File: src/fcs_pkg.sv
// Package for the flash command sequencer: beat types, command codes and flash geometry.
package fcs_pkg;

  // Flash geometry
  localparam int unsigned FLASH_BYTES = 524288;
  localparam int unsigned PAGE_BYTES  = 16384;
  localparam int unsigned OFFSET_W    = $clog2(FLASH_BYTES);
  localparam int unsigned END_W       = OFFSET_W + 1;

  // Unlock addresses (matched on the low twelve address bits)
  localparam logic [11:0] ADDR_UNLOCK1 = 12'hAAA;
  localparam logic [11:0] ADDR_UNLOCK2 = 12'h555;

  // Command bytes
  localparam logic [7:0] CMD_UNLOCK1 = 8'hAA;
  localparam logic [7:0] CMD_UNLOCK2 = 8'h55;
  localparam logic [7:0] CMD_PROGRAM = 8'hA0;
  localparam logic [7:0] CMD_ERASE   = 8'h80;
  localparam logic [7:0] CMD_RESET   = 8'hF0;
  localparam logic [7:0] CMD_CHIP    = 8'h10;
  localparam logic [7:0] CMD_SECTOR  = 8'h30;

  // Action codes
  localparam logic [1:0] ACT_NONE    = 2'd0;
  localparam logic [1:0] ACT_PROGRAM = 2'd1;
  localparam logic [1:0] ACT_ERASE   = 2'd2;

  // Sector map limits (sector = page * 2 + address bit 13)
  localparam logic [5:0] SEC_SMALL_FIRST = 6'd56;
  localparam logic [5:0] SEC_8K_FIRST    = 6'd60;
  localparam logic [5:0] SEC_8K_SECOND   = 6'd61;

  // Fixed erase ranges
  localparam logic [END_W-1:0] CHIP_ERASE_END = END_W'(FLASH_BYTES - PAGE_BYTES);
  localparam logic [END_W-1:0] BLOCK_BYTES    = END_W'(20'h10000);
  localparam logic [OFFSET_W-1:0] SMALL_START = OFFSET_W'(20'h70000);
  localparam logic [END_W-1:0]    SMALL_END   = END_W'(20'h78000);
  localparam logic [OFFSET_W-1:0] SEC60_START = OFFSET_W'(20'h78000);
  localparam logic [END_W-1:0]    SEC60_END   = END_W'(20'h7A000);
  localparam logic [OFFSET_W-1:0] SEC61_START = OFFSET_W'(20'h7A000);
  localparam logic [END_W-1:0]    SEC61_END   = END_W'(20'h7C000);

  // One CPU write to flash space
  typedef struct packed {
    logic [15:0] address;
    logic [7:0]  write_data;
    logic [4:0]  bank_page;
  } cmd_t;

  // One action toward the flash array
  typedef struct packed {
    logic [1:0]          action;
    logic [OFFSET_W-1:0] range_start;
    logic [END_W-1:0]    range_end;
    logic [7:0]          program_byte;
  } act_t;

endpackage

File: src/flash_command_sequencer_core.sv
// Flash command sequencer: decodes unlock/command writes into program and erase actions.
//
// Usage:
//   cmd channel (cmd_valid, cmd_stall, cmd) carries one CPU write to flash space per beat:
//   address, write data and the flash page mapped into the addressed bank.
//   act channel (act_valid, act_stall, act) returns exactly one action beat per cmd beat:
//   none, program (AND program_byte into flash at range_start) or erase
//   (fill range_start up to range_end, exclusive, with FF).
// Output: the action is registered and appears in the cycle after its write is taken.
// Throughput: one write per cycle outside a stall; the sequence state and the action
//   are formed in one pass of logic and land in the action register at the same edge.
// Stall: while an action waits in the output register under act_stall, cmd_stall
//   is raised and no write is taken; once the action leaves, a new write is taken
//   in that same cycle.
// Reset (rst, synchronous): the sequence returns to idle with the program command
//   selected, and the action register is emptied.
module flash_command_sequencer_core (
  input  logic          clk,
  input  logic          rst,
  input  logic          cmd_valid,
  output logic          cmd_stall,
  input  fcs_pkg::cmd_t cmd,
  output logic          act_valid,
  input  logic          act_stall,
  output fcs_pkg::act_t act
);

  typedef enum logic [5:0] {
    ST_IDLE    = 6'b000001,
    ST_UNLOCK  = 6'b000010,
    ST_COMMAND = 6'b000100,
    ST_DATA    = 6'b001000,
    ST_EUNLOCK = 6'b010000,
    ST_ECMD    = 6'b100000
  } seq_state_t;

  seq_state_t         seq_step;
  seq_state_t         seq_step_next;
  logic               erase_mode;
  logic               erase_mode_next;
  fcs_pkg::act_t      act_next;
  logic               cmd_accept;
  logic               at_a;
  logic               at_5;
  logic [5:0]         sector;
  logic [fcs_pkg::OFFSET_W-1:0] block_start;

  // Take a write whenever the action register is free or being drained
  assign cmd_stall  = act_valid && act_stall;
  assign cmd_accept = cmd_valid && !cmd_stall;

  // Decode address match and sector number
  assign at_a   = (cmd.address[11:0] == fcs_pkg::ADDR_UNLOCK1);
  assign at_5   = (cmd.address[11:0] == fcs_pkg::ADDR_UNLOCK2);
  assign sector = {cmd.bank_page, cmd.address[13]};
  assign block_start = {sector[5:3], 16'h0000};

  // Advance the sequence and form the action
  always_comb begin
    seq_step_next   = seq_step;
    erase_mode_next = erase_mode;
    act_next        = '0;
    act_next.action = fcs_pkg::ACT_NONE;
    unique case (seq_step)
      ST_IDLE: begin
        if (at_a && cmd.write_data == fcs_pkg::CMD_UNLOCK1) seq_step_next = ST_UNLOCK;
      end
      ST_UNLOCK: begin
        seq_step_next = (at_5 && cmd.write_data == fcs_pkg::CMD_UNLOCK2) ?
                        ST_COMMAND : ST_IDLE;
      end
      ST_COMMAND: begin
        if (at_a && cmd.write_data == fcs_pkg::CMD_PROGRAM) begin
          erase_mode_next = 1'b0;
          seq_step_next   = ST_DATA;
        end else if (at_a && cmd.write_data == fcs_pkg::CMD_ERASE) begin
          erase_mode_next = 1'b1;
          seq_step_next   = ST_DATA;
        end else begin
          seq_step_next = ST_IDLE;
        end
      end
      ST_DATA: begin
        if (!erase_mode) begin
          act_next.action       = fcs_pkg::ACT_PROGRAM;
          act_next.range_start  = {cmd.bank_page, cmd.address[13:0]};
          act_next.program_byte = cmd.write_data;
          seq_step_next         = ST_IDLE;
        end else if (cmd.write_data == fcs_pkg::CMD_RESET) begin
          seq_step_next = ST_IDLE;
        end else if (at_a && cmd.write_data == fcs_pkg::CMD_UNLOCK1) begin
          seq_step_next = ST_EUNLOCK;
        end
      end
      ST_EUNLOCK: begin
        if (cmd.write_data == fcs_pkg::CMD_RESET) begin
          seq_step_next = ST_IDLE;
        end else if (at_5 && cmd.write_data == fcs_pkg::CMD_UNLOCK2) begin
          seq_step_next = ST_ECMD;
        end
      end
      ST_ECMD: begin
        seq_step_next = ST_IDLE;
        if (at_a && cmd.write_data == fcs_pkg::CMD_CHIP) begin
          act_next.action    = fcs_pkg::ACT_ERASE;
          act_next.range_end = fcs_pkg::CHIP_ERASE_END;
        end else if (cmd.write_data == fcs_pkg::CMD_SECTOR) begin
          priority if (sector < fcs_pkg::SEC_SMALL_FIRST) begin
            act_next.action      = fcs_pkg::ACT_ERASE;
            act_next.range_start = block_start;
            act_next.range_end   = {1'b0, block_start} + fcs_pkg::BLOCK_BYTES;
          end else if (sector < fcs_pkg::SEC_8K_FIRST) begin
            act_next.action      = fcs_pkg::ACT_ERASE;
            act_next.range_start = fcs_pkg::SMALL_START;
            act_next.range_end   = fcs_pkg::SMALL_END;
          end else if (sector == fcs_pkg::SEC_8K_FIRST) begin
            act_next.action      = fcs_pkg::ACT_ERASE;
            act_next.range_start = fcs_pkg::SEC60_START;
            act_next.range_end   = fcs_pkg::SEC60_END;
          end else if (sector == fcs_pkg::SEC_8K_SECOND) begin
            act_next.action      = fcs_pkg::ACT_ERASE;
            act_next.range_start = fcs_pkg::SEC61_START;
            act_next.range_end   = fcs_pkg::SEC61_END;
          end else begin
            // boot sectors are protected
            act_next.action = fcs_pkg::ACT_NONE;
          end
        end
      end
      default: begin
        seq_step_next = ST_IDLE;
      end
    endcase
  end

  // Hold sequence state; advance only on an accepted beat
  always_ff @(posedge clk) begin
    if (rst) begin
      seq_step   <= ST_IDLE;
      erase_mode <= 1'b0;
    end else if (cmd_accept) begin
      seq_step   <= seq_step_next;
      erase_mode <= erase_mode_next;
    end
  end

  // Action register: load on accept, hold while stalled, drop when taken
  always_ff @(posedge clk) begin
    if (rst) begin
      act_valid <= 1'b0;
    end else begin
      act_valid <= cmd_accept || (act_valid && act_stall);
    end
  end

  always_ff @(posedge clk) begin
    if (cmd_accept) begin
      act <= act_next;
    end
  end

  // A program write in the data step yields a program action next cycle
  assert property (@(posedge clk) disable iff (rst)
    cmd_accept && seq_step == ST_DATA && !erase_mode |=>
      act_valid && act.action == fcs_pkg::ACT_PROGRAM)
    else $error("program write did not yield a program action");

  // The final step of a sequence always returns to idle
  assert property (@(posedge clk) disable iff (rst)
    cmd_accept && (seq_step == ST_ECMD || (seq_step == ST_DATA && !erase_mode)) |=>
      seq_step == ST_IDLE)
    else $error("sequence did not return to idle after its last write");

  // An erase range is never empty
  assert property (@(posedge clk) disable iff (rst)
    act_valid && act.action == fcs_pkg::ACT_ERASE |->
      act.range_end > {1'b0, act.range_start})
    else $error("empty erase range");

  // Only a program action carries a byte
  assert property (@(posedge clk) disable iff (rst)
    act_valid && act.action != fcs_pkg::ACT_PROGRAM |-> act.program_byte == 8'h00)
    else $error("byte present on a non-program action");

  // A stalled action holds across the stall
  assert property (@(posedge clk) disable iff (rst)
    act_valid && act_stall |=> act_valid && $stable(act))
    else $error("stalled action changed");

endmodule
File: config.mk
export PLATFORM = sky130hd
export DESIGN_NAME = flash_command_sequencer_core
export DESIGN_NICKNAME = d
export VERILOG_FILES = /design/src/fcs_pkg.sv /design/src/flash_command_sequencer_core.sv
export SDC_FILE = /design/constraint.sdc
export NUM_CORES = 1
export LEC_CHECK = 0
export BUFFER_PORTS_ARGS = -buffer_cell sky130_fd_sc_hd__buf_2
export CAP_MARGIN = 20
export CORE_MARGIN = 5
export CORE_UTILIZATION = 49
export DETAILED_ROUTE_END_ITERATION = 10
export GPL_ROUTABILITY_DRIVEN = 0
export HOLD_SLACK_MARGIN = 0.12
export PLACE_DENSITY_LB_ADDON = 0.2
export SYNTH_ARGS = -nofsm -noshare
export SYNTH_HDL_FRONTEND = slang
export SYNTH_SLANG_ARGS = --single-unit
File: constraint.sdc
create_clock -name clk -period 2.61 [get_ports clk]
set_clock_uncertainty 0.2 [all_clocks]
set_input_delay 0.261 -clock clk [delete_from_list [all_inputs] [get_ports clk]]
set_output_delay 0.261 -clock clk [all_outputs]
set_load 0.005 [all_outputs]
---- Word level (Yosys, flattened, before mapping) ----
Cells that the tools add are included.
word-level totals
  bits in registers ....................... 57
  word-level logic and storage cells ...... 71
  bits of input ports ..................... 33
operators by class
  multiplexer cells ....................... 23
  equality and inequality tests ........... 20
  order comparisons ....................... 2
  add/sub/neg operators ................... 1
  bitwise operators ....................... 3
  reductions and logical operators ........ 14
operators with widths
  operator                  number
  $mux W41                  4
  $pmux W21 S2              1
  $mux W39                  1
  $mux W19                  2
  $mux W6                   6
  $eq A8 B8 Y1 const B      4
  $pmux W6 S5               1
  $add A19 B17 Y20 const B  1
  $mux W20                  1
  $eq A6 B6 Y1 const B      3
  $eq A12 B11 Y1 const B    1
  $eq A12 B12 Y1 const B    1
  $lt A6 B6 Y1 const B      2
  $eq A8 B5 Y1 const B      1
  $eq A8 B6 Y1 const B      1
  $eq A8 B7 Y1 const B      1
  $mux W4                   2
  $logic_and A1 B1 Y1       7
  $eq A6 B1 Y1 const B      1
  $eq A6 B2 Y1 const B      1
  $eq A6 B3 Y1 const B      1
  $eq A6 B4 Y1 const B      1
  $eq A6 B5 Y1 const B      1
  $mux W2                   2
  13 further kinds          16

---- Logic depth before layout (Yosys ltp) ----
Gate-level depths: netlist of the first run.
  depth after elaboration ................. 8
  depth in mapped cells ................... 6
  mapped depth without buffers ............ 5

---- Worst setup path after synthesis of the first run ----
OpenSTA, ideal clock, no wires.
  kind .................................... input to register
  start point ............................. input cmd[21] (netlist name)
  end point ............................... register seq_step[1]
  data arrival time ....................... 2.038 ns
  slack ................................... 0.251 ns
  data required time ...................... 2.289 ns
  stages on the path ...................... 4
  cell sequence ........................... or4bb_1 -> or4b_4 -> a221oi_4 -> mux2_2
between the ends
  longest elaborated chain between the ends .. 4
RTL lines
  what                                                               RTL line                                                                text
  start: declaration                                                 flash_command_sequencer_core.sv:22                                      input fcs_pkg::cmd_t cmd,
  $eq A12 B12 Y1 or $eq A12 B11 Y1 (tied branches)                   flash_command_sequencer_core.sv:53, flash_command_sequencer_core.sv:54
  $logic_and A1 B1 Y1 (on tied branches)                             --
  $ne A4 B4 Y1 (no source line), or another cell as far along        --
  $reduce_and A4 Y1 (no source line) or $pmux W6 S5 (tied branches)  --
  end signal: assignment                                             flash_command_sequencer_core.sv:142                                     seq_step <= seq_step_next;
  end: declaration                                                   flash_command_sequencer_core.sv:37                                      seq_state_t seq_step;
Several ways; a longest one is shown, not always the timed one.
A chain may end at the register's enable or synchronous reset.

---- Worst setup path in the final report of the first run ----
  start point ............................. input cmd[11] (netlist name)
  end point ............................... register seq_step[4]
between the ends
  longest elaborated chain between the ends .. 4
RTL lines
  what                                              RTL line                                                                text
  $eq A8 B8 Y1, or another cell as far along        flash_command_sequencer_core.sv:89, flash_command_sequencer_core.sv:96
  $mux W6, or another cell as far along             flash_command_sequencer_core.sv:89                                      end else if (cmd.write_data == fcs_pkg::CMD_RESET) begin
  $mux W6, or another cell as far along             flash_command_sequencer_core.sv:84                                      if (!erase_mode) begin
  $pmux W6 S5 or $reduce_and A4 Y1 (tied branches)  --
Several ways; a longest one is shown, not always the timed one.

==> metrics.md, run 1 <==
| Metric | Value |
|---|---|
| Status | completed |
| Vias in the first global route | between 1500 and 2000 |
| DIE AREA | between 5000 and 6000 sq um |
| FMAX | roughly 400 MHz |
| Rows | 24 |
| Critical Path Start Type | input pin |
| Setup TNS | 0 ns |
| Via density | 5.070 |
| Element type at the critical path end | flip-flop |
| CP Class | in2reg |
| Final Hold Vio Count | 0 |
| # port buffers | 67 |
| Worst Hold Class | in2reg |
| Lkg Pwr | approximately 1.2 nW |
| CP max stage delay | ~0.54 ns |
| Clock transition at path regs | approximately 0.08 ns |
| Synth Flop Type | edfxtp_1 |
| Crit Path Max Fanout | 5 |
| Final worst path period share | approximately 95% |
| Final setup viols | 0 |
| Share of cells above drive strength 1 | 32.76% |
| HPWL Detailed | around 3.5 mm |
| Post-DRT Antenna Nets | 0 |
| Io pins | between 80 and 90 |
| Core Area | ~4400 sq um |
| Logic pwr share | between 10% and 20% |
| Overflow after GRT | 0 |
| Remaining DRCs | 0 |
| Pwr Density | 456.6 nW/um^2 |
| WP data required | around 2.6 ns |
| Crit path max-delay family | simple AND/OR/NAND/NOR gates |
| Min Tclk post-route | 2.487 ns |
| Sequential share of power | 58.1% |
| Iteration-0 DRC Markers | around 110 |
| Clk root buf | clkbuf_8 |
| Avg Cell Area, Syn | roughly 11 sq um |
| Critical Path, Cell by Cell | dlygate4sd3_1 -> buf_2 -> nor3b_1 -> or4b_4 -> a221oi_4 -> mux2_2 |
| Slowest CP cell | dlygate4sd3_1 |
| Flops & latches, synth | between 40 and 50 |
| Max-cap viol count | 0 |
| Die H | about 77 um |
| Clock buffer depth | 2 |
| Detailed-route via count | around 1700 |
| Antenna cells | 0 |
| Pins over their slew limit | 0 |
| Yosys synthesis warning count | 0 |
| Internal | between 0.001 and 0.0015 W |
| Net switching power | around 0.0003 W |
| Routed len/inst | 14.18 um |
| Synth cell types | between 40 and 50 |
| Clock Power Share | between 30% and 40% |
| CP arrival | 2.47 ns |
| Die width | roughly 77 um |
| Clock tree sinks | 43 |
| Crit path buffers/inverters | 2 |
| P&R area growth vs syn | 32.23% |
| GR Util All Layers | roughly 17% |
| Sw frac | ~23% |
| PnR Total Power | 0.001326 W |
| Synthesized cell area | 2197 sq um |
| First-pass GRT wire length | approximately 8.3 mm |
| Layout fillers | 340 |
| WL final | about 4.9 mm |
| Nets | around 330 |
| Initial antenna violation count | 0 |
| CTS Buf Count | 5 |
| Sequential area share after synthesis | 55.13% |
| Initial core utilization | 50.46% |
| Htree depth | 2 |
| Clk_lat worst skew | just under 0.3 ns |
| CTS tree | done |
| Setup Buffers After CTS | 0 |
| Post-synth EDFFs | 35 |
| Drt pass-1 iters | 4 |
| Post-Synthesis Cells | 192 |
| Post-synthesis async set-or-reset flop share | 0% |
| Largest net degree at the start of global routing | 36 |
| VDD IR max | 0.2472 mV |
| Unrepaired setup endpoints after global routing | false |
[synth_stat cells (4+ instances only)]
cell,instances,share of area (%)
edfxtp_1,35,48
and2_1,23,6.5
buf_4,14,4.8
nor2_1,10,1.7
dfxtp_1,8,7.3
inv_1,8,1.4
o21ai_0,8,1.8
nand2_1,7,1.2
nor3_1,7,1.6
clkbuf_1,5,0.85
nand3_1,5,1.1
nor2b_1,5,1.4
mux2_2,4,2.0
nand4_1,4,1.1
nor4_1,4,1.1
nor4bb_1,4,1.8
[worst register-to-register path: stages (launching register included)]
cell and delay (ns):
dfxtp_1 0.37, nor4_1 0.45, o21ai_0 0.17, nor3_1 0.38, a211o_2 0.23, mux2_2 0.32
[per-stage QoR]
stage               cell area [sq um]  hold slack (ns)  utilization [%]  setup slack, ns  instances
floorplan                        2246           0.1817                -           0.2511        205
global placement                 2590           0.2896            59.48          0.01451        314
detailed placement               2590           0.3016            59.48         0.001192        314
CTS                              2905           0.1288            66.72           0.1073        345
global route                     2905           0.1348            66.72          0.04339        345
finish                           2905           0.1377            66.72           0.1230        345
[cell type report]
class	instances	area [sq um]	share of cell area (%)
flip-flops and latches	43	1211	41.69
well taps	52	65.06	2.239
inverters	8	30.03	1.034
clock inverters	2	12.51	0.4307
repair buffers	99	633.1	21.79
clock buffers	6	72.57	2.498
multi-input cells	135	880.8	30.32
[cells by family (layout without fill, tap and decap cells)]
family / count (synthesis) / after routing / synth area share [%]
multiplexers: 6 / 6 / 2.961
adder cells (fa/ha/maj): 1 / 1 / 0.5694
AO/OA/AOI/OAI: 22 / 22 / 7.575
other: 1 / 14 / 0.1707
flip-flops: 43 / 43 / 55.13
buffers and inverters: 27 / 115 / 7.005
AND/OR/NAND/NOR: 91 / 91 / 26.20
XOR/XNOR: 1 / 1 / 0.3987
[metal layers]
| layer | up-vias | routed length (um) | global-route usage, % |
|---|---|---|---|
| met5 | - | 0 | 0 |
| met4 | 0 | 41 | 3.671 |
| met3 | 7 | 291 | 4.215 |
| met2 | 51 | 2418 | 28.69 |
| met1 | 812 | 2141 | 22.05 |
| li1 | 879 | - | - |
[sequential cells by signal (all words and copies together) (netlist names)]
register / cells
act_valid: 1
act: 35
seq_step: 6
erase_mode: 1
[power groups by stage]
| stage | clock [W] | combinational, W | sequential (W) |
|---|---|---|---|
| after CTS | 0.000418 | 0.000146 | 0.000770 |
| final | 0.000410 | 0.000146 | 0.000770 |
| after global placement | 0 | 0.000117 | 0.000785 |
| after floorplan | 0 | 0.0000542 | 0.000791 |
| after global routing | 0.000454 | 0.000163 | 0.000773 |
| after detailed placement | 0 | 0.000119 | 0.000786 |
[final timing paths]
path | depth (start not counted) | startpoint | slack [ns] | to
worst min register to register | 2 | seq_step[5] | 0.36 | seq_step[5]
worst max register to register | 5 | seq_step[5] | 0.38 | erase_mode
worst min-delay path | 2 | cmd[2] | 0.14 | act[44]
worst max-delay path | 6 | cmd[11] | 0.12 | seq_step[4]
[repair_timing]
| item | in CTS | in global routing |
|---|---|---|
| hold buffers | 23 | 0 |
| hold endpoints to repair | 22 | 0 |
| resized for setup | 0 | 0 |
[cell usage in the layout (no fill, tap or decap), types with 8 or more instances in the layout]
master          n
and2_1         23
buf_2          67
o21ai_0         8
buf_4           9
inv_1           8
dfxtp_1         8
conb_1         14
dlygate4sd3_1  23
nor2_1         10
edfxtp_1       35
(Power assumes the default switching activity.)
==> inputs of run 2 (changes only) <==
--- a/config.mk
+++ b/config.mk
@@ -7,6 +7,7 @@
 export LEC_CHECK = 0
 export BUFFER_PORTS_ARGS = -buffer_cell sky130_fd_sc_hd__buf_2
 export CAP_MARGIN = 20
+export CORE_ASPECT_RATIO = 0.75
 export CORE_MARGIN = 5
 export CORE_UTILIZATION = 49
 export DETAILED_ROUTE_END_ITERATION = 10
==> metrics.md, run 2 (synthesized netlist as in run 1, its figures left out) <==
| Metric | Value |
|---|---|
| GR Util All Layers | 17.94% (was 17.02%) |
| Initial core utilization | 50.07% (was 50.46%) |
| Remaining DRCs | 0 (unchanged) |
| Rows | 21 (was 24) |
| Final Hold Vio Count | 0 (unchanged) |
| P&R area growth vs syn | 37.53% (was 32.23%) |
| WL final | 5.232 mm (was 4.892 mm) |
| Die H | 67.99 um (was 76.96 um) |
| Htree depth | 2 (unchanged) |
| Largest net degree at the start of global routing | 36 (unchanged) |
| Pre-CTS setup slack | 0.002604 ns (was 0.001192 ns) |
| CP Class | in2reg (unchanged) |
| Slowest CP cell | dlygate4sd3_1 (unchanged) |
| Crit Path Max Fanout | 5 (unchanged) |
| VDD IR max | 0.4170 mV (was 0.2472 mV) |
| DIE AREA | 5937 sq um (was 5923 sq um) |
| M2 GR Usage | 28.85% (was 28.69%) |
| CTS tree | done (unchanged) |
| Fin util | 68.86% (was 66.72%) |
| Drt pass-1 iters | 4 (unchanged) |
| Met1 Track Usage GR | 24.26% (was 22.05%) |
| Critical Path, Cell by Cell | dlygate4sd3_1 -> buf_2 -> or4_4 -> o21ai_1 -> o21ai_0 -> a221oi_4 -> buf_6 -> mux2_2 (was dlygate4sd3_1 -> buf_2 -> nor3b_1 -> or4b_4 -> a221oi_4 -> mux2_2) |
| Final worst path period share | 97.10% (was 95.29%) |
| Die width | 87.32 um (was 76.96 um) |
| Post-DRT Antenna Nets | 0 (unchanged) |
| Leading cell type in the layout, fill and taps excluded | buf_2 (unchanged) |
| Antenna cells | 0 (unchanged) |
| WP data required | 2.60 ns (was 2.59 ns) |
| Setup WS post-layout | 0.07558 ns (was 0.1230 ns) |
| Pins over their slew limit | 0 (unchanged) |
| Io pins | 84 (unchanged) |
| Nets | 330 (was 326) |
| FMAX | 394.6 MHz (was 402.1 MHz) |
| Share of cells above drive strength 1 | 33.67% (was 32.76%) |
| CTS Buf Count | 5 (unchanged) |
| Pwr Density | 506.4 nW/um^2 (was 456.6 nW/um^2) |
| Met3 usage | 4.452% (was 4.215%) |
| # port buffers | 67 (unchanged) |
| Clk_lat worst skew | 0.30 ns (was 0.29 ns) |
| Clock tree sinks | 43 (unchanged) |
| Vias in the first global route | 1764 (was 1777) |
| Clock transition at path regs | 0.08 ns (about the same) |
| Max-cap viol count | 0 (unchanged) |
| Lkg Pwr | 1.271 nW (was 1.216 nW) |
| CP arrival | 2.52 ns (was 2.47 ns) |
| PnR Total Power | 0.001530 W (was 0.001326 W) |
| Crit path max-delay family | buffers and inverters (was simple AND/OR/NAND/NOR gates) |
| Placed cells | 321 (was 314) |
| Worst Hold Class | in2reg (unchanged) |
| Layout fillers | 332 (was 340) |
| Status | completed (unchanged) |
| Largest Register | act (unchanged) |
| Routed len/inst | 14.78 um (was 14.18 um) |
| Global routing's busiest layer | met2 (unchanged) |
| Clk root buf | clkbuf_8 (unchanged) |
| Post-Layout Cell Count | 354 (was 345) |
| Clock buffer depth | 2 (unchanged) |
| HPWL Detailed | 3.614 mm (was 3.523 mm) |
| Element type at the critical path end | flip-flop (unchanged) |
| Core Area | 4388 sq um (was 4354 sq um) |
| Crit path buffers/inverters | 3 (was 2) |
| Iteration-0 DRC Markers | 77 (was 113) |
| Overflow after GRT | 0 (unchanged) |
| Largest registers | act x35, seq_step x6 (unchanged) |
| First-pass GRT wire length | 8.197 mm (was 8.321 mm) |
| Setup TNS | 0 ns (unchanged) |
| Critical Path Start Type | input pin (unchanged) |
| Detailed-route via count | 1773 (was 1749) |
| CP max stage delay | 0.54 ns (about the same) |
| Via density | 5.008 (was 5.070) |
| Commonest non-fill, non-tap cells in the layout | 67 x buf_2, 35 x edfxtp_1, 24 x dlygate4sd3_1, 23 x and2_1, 14 x conb_1 (was 67 x buf_2, 35 x edfxtp_1, 23 x and2_1, 23 x dlygate4sd3_1, 14 x conb_1) |
| Largest register FFs | 35 (unchanged) |
| Min Tclk post-route | 2.534 ns (was 2.487 ns) |
| Final setup viols | 0 (unchanged) |
| Initial antenna violation count | 0 (unchanged) |
-- run 2: cell types whose count changed in the layout (fill, tap and decap cells not counted), sizes merged --
cell and delta:
buf +3, bufinv +2, clkinv -1, clkinvlp -1
dlygate4sd3 +1
-- run 2: stage by stage --
stage / area [sq um] / hold WS [ns]
3_5_place_dp: 2611 / 0.3140
3_3_place_gp: 2611 / 0.2902
4_1_cts: 2984 / 0.1320
2_1_floorplan: 2246 / 0.1817
5_1_grt: 3022 / 0.1513
6_report: 3022 / 0.1344
-- run 2: timing repair --
item | 4_1_cts | 5_1_grt
hold endpoints to repair | 24 | 0
buffers inserted | 0 | 1
hold buffers | 24 | 0
resized for setup | 0 | 7
setup endpoints to repair | 0 | 6
-- run 2: final timing paths --
| path | from | to | slack [ns] | cells after the start |
|---|---|---|---|---|
| setup / recovery | cmd[7] | seq_step[1] | 0.08 | 8 |
| hold / removal | cmd[0] | act[42] | 0.13 | 3 |
| setup reg to reg | seq_step[0] | seq_step[2] | 0.37 | 6 |
| hold reg to reg | seq_step[5] | seq_step[5] | 0.36 | 2 |
-- run 2: report_power, final --
part	total [W]	internal (W)	switching [W]
Sequential	0.000770	0.000764	0.00000649
Clock	0.000606	0.000382	0.000223
Combinational	0.000154	0.0000769	0.0000769
Total	0.00153	0.00122	0.000307
-- run 2: worst register-to-register path, stage by stage, from the launching register on --
cell      delay (ns)
dfxtp_1         0.37
nor4_1          0.46
o21ai_0         0.16
nor3_1          0.36
a221oi_4        0.12
buf_6           0.16
mux2_4          0.29
-- run 2: per-layer routing --
metal	vias up	share of wire [%]
li1	888	-
met1	808	45
met2	69	46
met3	8	8.6
met4	0	1.0
met5	-	0
-- run 2: final cells by class --
class / instances / area (sq um) / area share [%]
Clock buffer: 6 / 72.57 / 2.402
Multi-Input combinational cell: 135 / 903.4 / 29.90
Inverter: 8 / 30.03 / 0.9938
Sequential cell: 43 / 1211 / 40.08
Timing Repair Buffer: 103 / 673.1 / 22.28
Clock inverter: 2 / 60.06 / 1.988
Tap cell: 57 / 71.32 / 2.360
==> inputs of run 3 (changes only) <==
--- a/config.mk
+++ b/config.mk
@@ -9,7 +9,7 @@
 export CAP_MARGIN = 20
 export CORE_ASPECT_RATIO = 0.75
 export CORE_MARGIN = 5
-export CORE_UTILIZATION = 49
+export CORE_UTILIZATION = 35
 export DETAILED_ROUTE_END_ITERATION = 10
 export GPL_ROUTABILITY_DRIVEN = 0
 export HOLD_SLACK_MARGIN = 0.12
==> metrics.md, run 3 (synthesized netlist as in run 1, its figures left out) <==
| Metric | Value |
|---|---|
| Register-to-register setup slack | 0.44 ns (was 0.37 ns) |
| FMAX | 396.3 MHz (was 394.6 MHz) |
| Drt pass-1 iters | 4 (unchanged) |
| WP data required | 2.59 ns (was 2.60 ns) |
| VDD IR max | 0.1880 mV (was 0.4170 mV) |
| Clock buffer depth | 2 (unchanged) |
| Largest Register | act (unchanged) |
| Pwr Density | 473.8 nW/um^2 (was 506.4 nW/um^2) |
| Iteration-0 DRC Markers | 46 (was 77) |
| HPWL Detailed | 3.809 mm (was 3.614 mm) |
| CTS Buf Count | 5 (unchanged) |
| Vias in the first global route | 1657 (was 1764) |
| Min Tclk post-route | 2.523 ns (was 2.534 ns) |
| Max-cap viol count | 0 (unchanged) |
| Placed cells | 346 (was 321) |
| Critical Path Start Type | input pin (unchanged) |
| Final setup viols | 0 (unchanged) |
| P&R area growth vs syn | 37.19% (was 37.53%) |
| Clk_lat worst skew | 0.29 ns (was 0.30 ns) |
| Pins over their slew limit | 0 (unchanged) |
| Htree depth | 2 (unchanged) |
| Placed Area | 2649 sq um (was 2611 sq um) |
| Clock transition at path regs | 0.07 ns (was 0.08 ns) |
| Final worst path period share | 96.68% (was 97.10%) |
| CP Class | in2reg (unchanged) |
| Pre-CTS setup slack | 0.005407 ns (was 0.002604 ns) |
| Largest net degree at the start of global routing | 36 (unchanged) |
| GR Util All Layers | 12.73% (was 17.94%) |
| M2 GR Usage | 18.34% (was 28.85%) |
| Routed len/inst | 13.45 um (was 14.78 um) |
| Clock tree sinks | 43 (unchanged) |
| WL final | 5.110 mm (was 5.232 mm) |
| Remaining DRCs | 0 (unchanged) |
| Status | completed (unchanged) |
| Largest register FFs | 35 (unchanged) |
| CP arrival | 2.51 ns (was 2.52 ns) |
| Io pins | 84 (unchanged) |
| Die H | 78.62 um (was 67.99 um) |
| Setup WS post-layout | 0.08676 ns (was 0.07558 ns) |
| DIE AREA | 7978 sq um (was 5937 sq um) |
| Detailed-route via count | 1820 (was 1773) |
| Finished Cell Area | 3014 sq um (was 3022 sq um) |
| Largest registers | act x35, seq_step x6 (unchanged) |
| Overflow after GRT | 0 (unchanged) |
| Initial core utilization | 35.47% (was 50.07%) |
| Lkg Pwr | 1.257 nW (was 1.271 nW) |
| Rows | 25 (was 21) |
| First-pass GRT wire length | 7.990 mm (was 8.197 mm) |
| Final Hold Vio Count | 0 (unchanged) |
| Post-Layout Cell Count | 380 (was 354) |
| Leading cell type in the layout, fill and taps excluded | buf_2 (unchanged) |
| Element type at the critical path end | flip-flop (unchanged) |
| CTS tree | done (unchanged) |
| Crit Path Max Fanout | 5 (unchanged) |
| Antenna cells | 0 (unchanged) |
| Share of cells above drive strength 1 | 33.44% (was 33.67%) |
| Met3 usage | 3.197% (was 4.452%) |
| Die width | 101.5 um (was 87.32 um) |
| Met1 Track Usage GR | 18.29% (was 24.26%) |
| Post-DRT Antenna Nets | 0 (unchanged) |
| Global routing's busiest layer | met2 (unchanged) |
| Commonest non-fill, non-tap cells in the layout | 67 x buf_2, 35 x edfxtp_1, 25 x dlygate4sd3_1, 23 x and2_1, 14 x conb_1 (was 67 x buf_2, 35 x edfxtp_1, 24 x dlygate4sd3_1, 23 x and2_1, 14 x conb_1) |
| Initial antenna violation count | 0 (unchanged) |
| Core Area | 6193 sq um (was 4388 sq um) |
| Nets | 332 (was 330) |
| Via density | 4.789 (was 5.008) |
| Hold WS | 0.1602 ns (was 0.1344 ns) |
| Worst Hold Class | in2reg (unchanged) |
| # port buffers | 67 (unchanged) |
| Setup TNS | 0 ns (unchanged) |
| Clk root buf | clkbuf_8 (unchanged) |
run 3: cell count changes in the layout (fill, tap and decap cells not counted), moves of 2 or more:
cell / before / now
buf_4: 10 / 13
buf_6: 2 / 0
mux2_2: 2 / 4
mux2_4: 2 / 0
run 3: power breakdown:
part	internal [W]	total, W	switching [W]	leakage, nW
Sequential	0.000764	0.000770	0.00000627	0.420
Combinational	0.0000778	0.000153	0.0000754	0.782
Clock	0.000280	0.000505	0.000225	0.0556
Total	0.00112	0.00143	0.000306	1.26
run 3: cell type report:
class | count | area, sq um
inverter | 8 | 30.03
fill | 590 | 3179
sequential | 43 | 1211
clock buffer | 5 | 68.82
tap | 81 | 101.3
multi-input combinational | 135 | 880.8
timing repair buffer | 105 | 683.2
clock inverter | 3 | 38.79
run 3: what timing repair did:
item                                    4_1_cts  5_1_grt
hold endpoints to repair                     23        0
resized for setup                             0        1
endpoints found under the setup margin        0        5
hold buffers                                 25        0
setup buffers                                 0        1
run 3: worst max-delay path, cell delays in order:
cell           delay (ns)
dlygate4sd3_1        0.54
buf_2                0.16
or4_4                0.46
o21ai_1              0.19
o21ai_0              0.15
a221oi_4             0.38
mux2_2               0.37
run 3: path summary, 6_finish.rpt:
kind,from,endpoint,depth (start not counted)
max reg2reg,seq_step[5],erase_mode,5
min reg2reg,seq_step[5],seq_step[5],2
max,cmd[7],seq_step[1],7
min,cmd[0],act[42],3
run 3: through the flow:
stage                     power [W]  util [%]
after CTS                  0.001446     48.55
final                      0.001428     48.67
after global routing       0.001482     48.67
after detailed placement  0.0009108     42.77
after global placement    0.0009093     42.77
after floorplan           0.0008449         -
run 3: layer usage:
| metal | part of all wire (%) | vias to the layer above | wire length (um) |
|---|---|---|---|
| li1 | - | 893 | - |
| met1 | 48 | 854 | 2428 |
| met2 | 43 | 66 | 2175 |
| met3 | 8.3 | 7 | 425 |
| met4 | 1.6 | 0 | 81 |
| met5 | 0 | - | 0 |
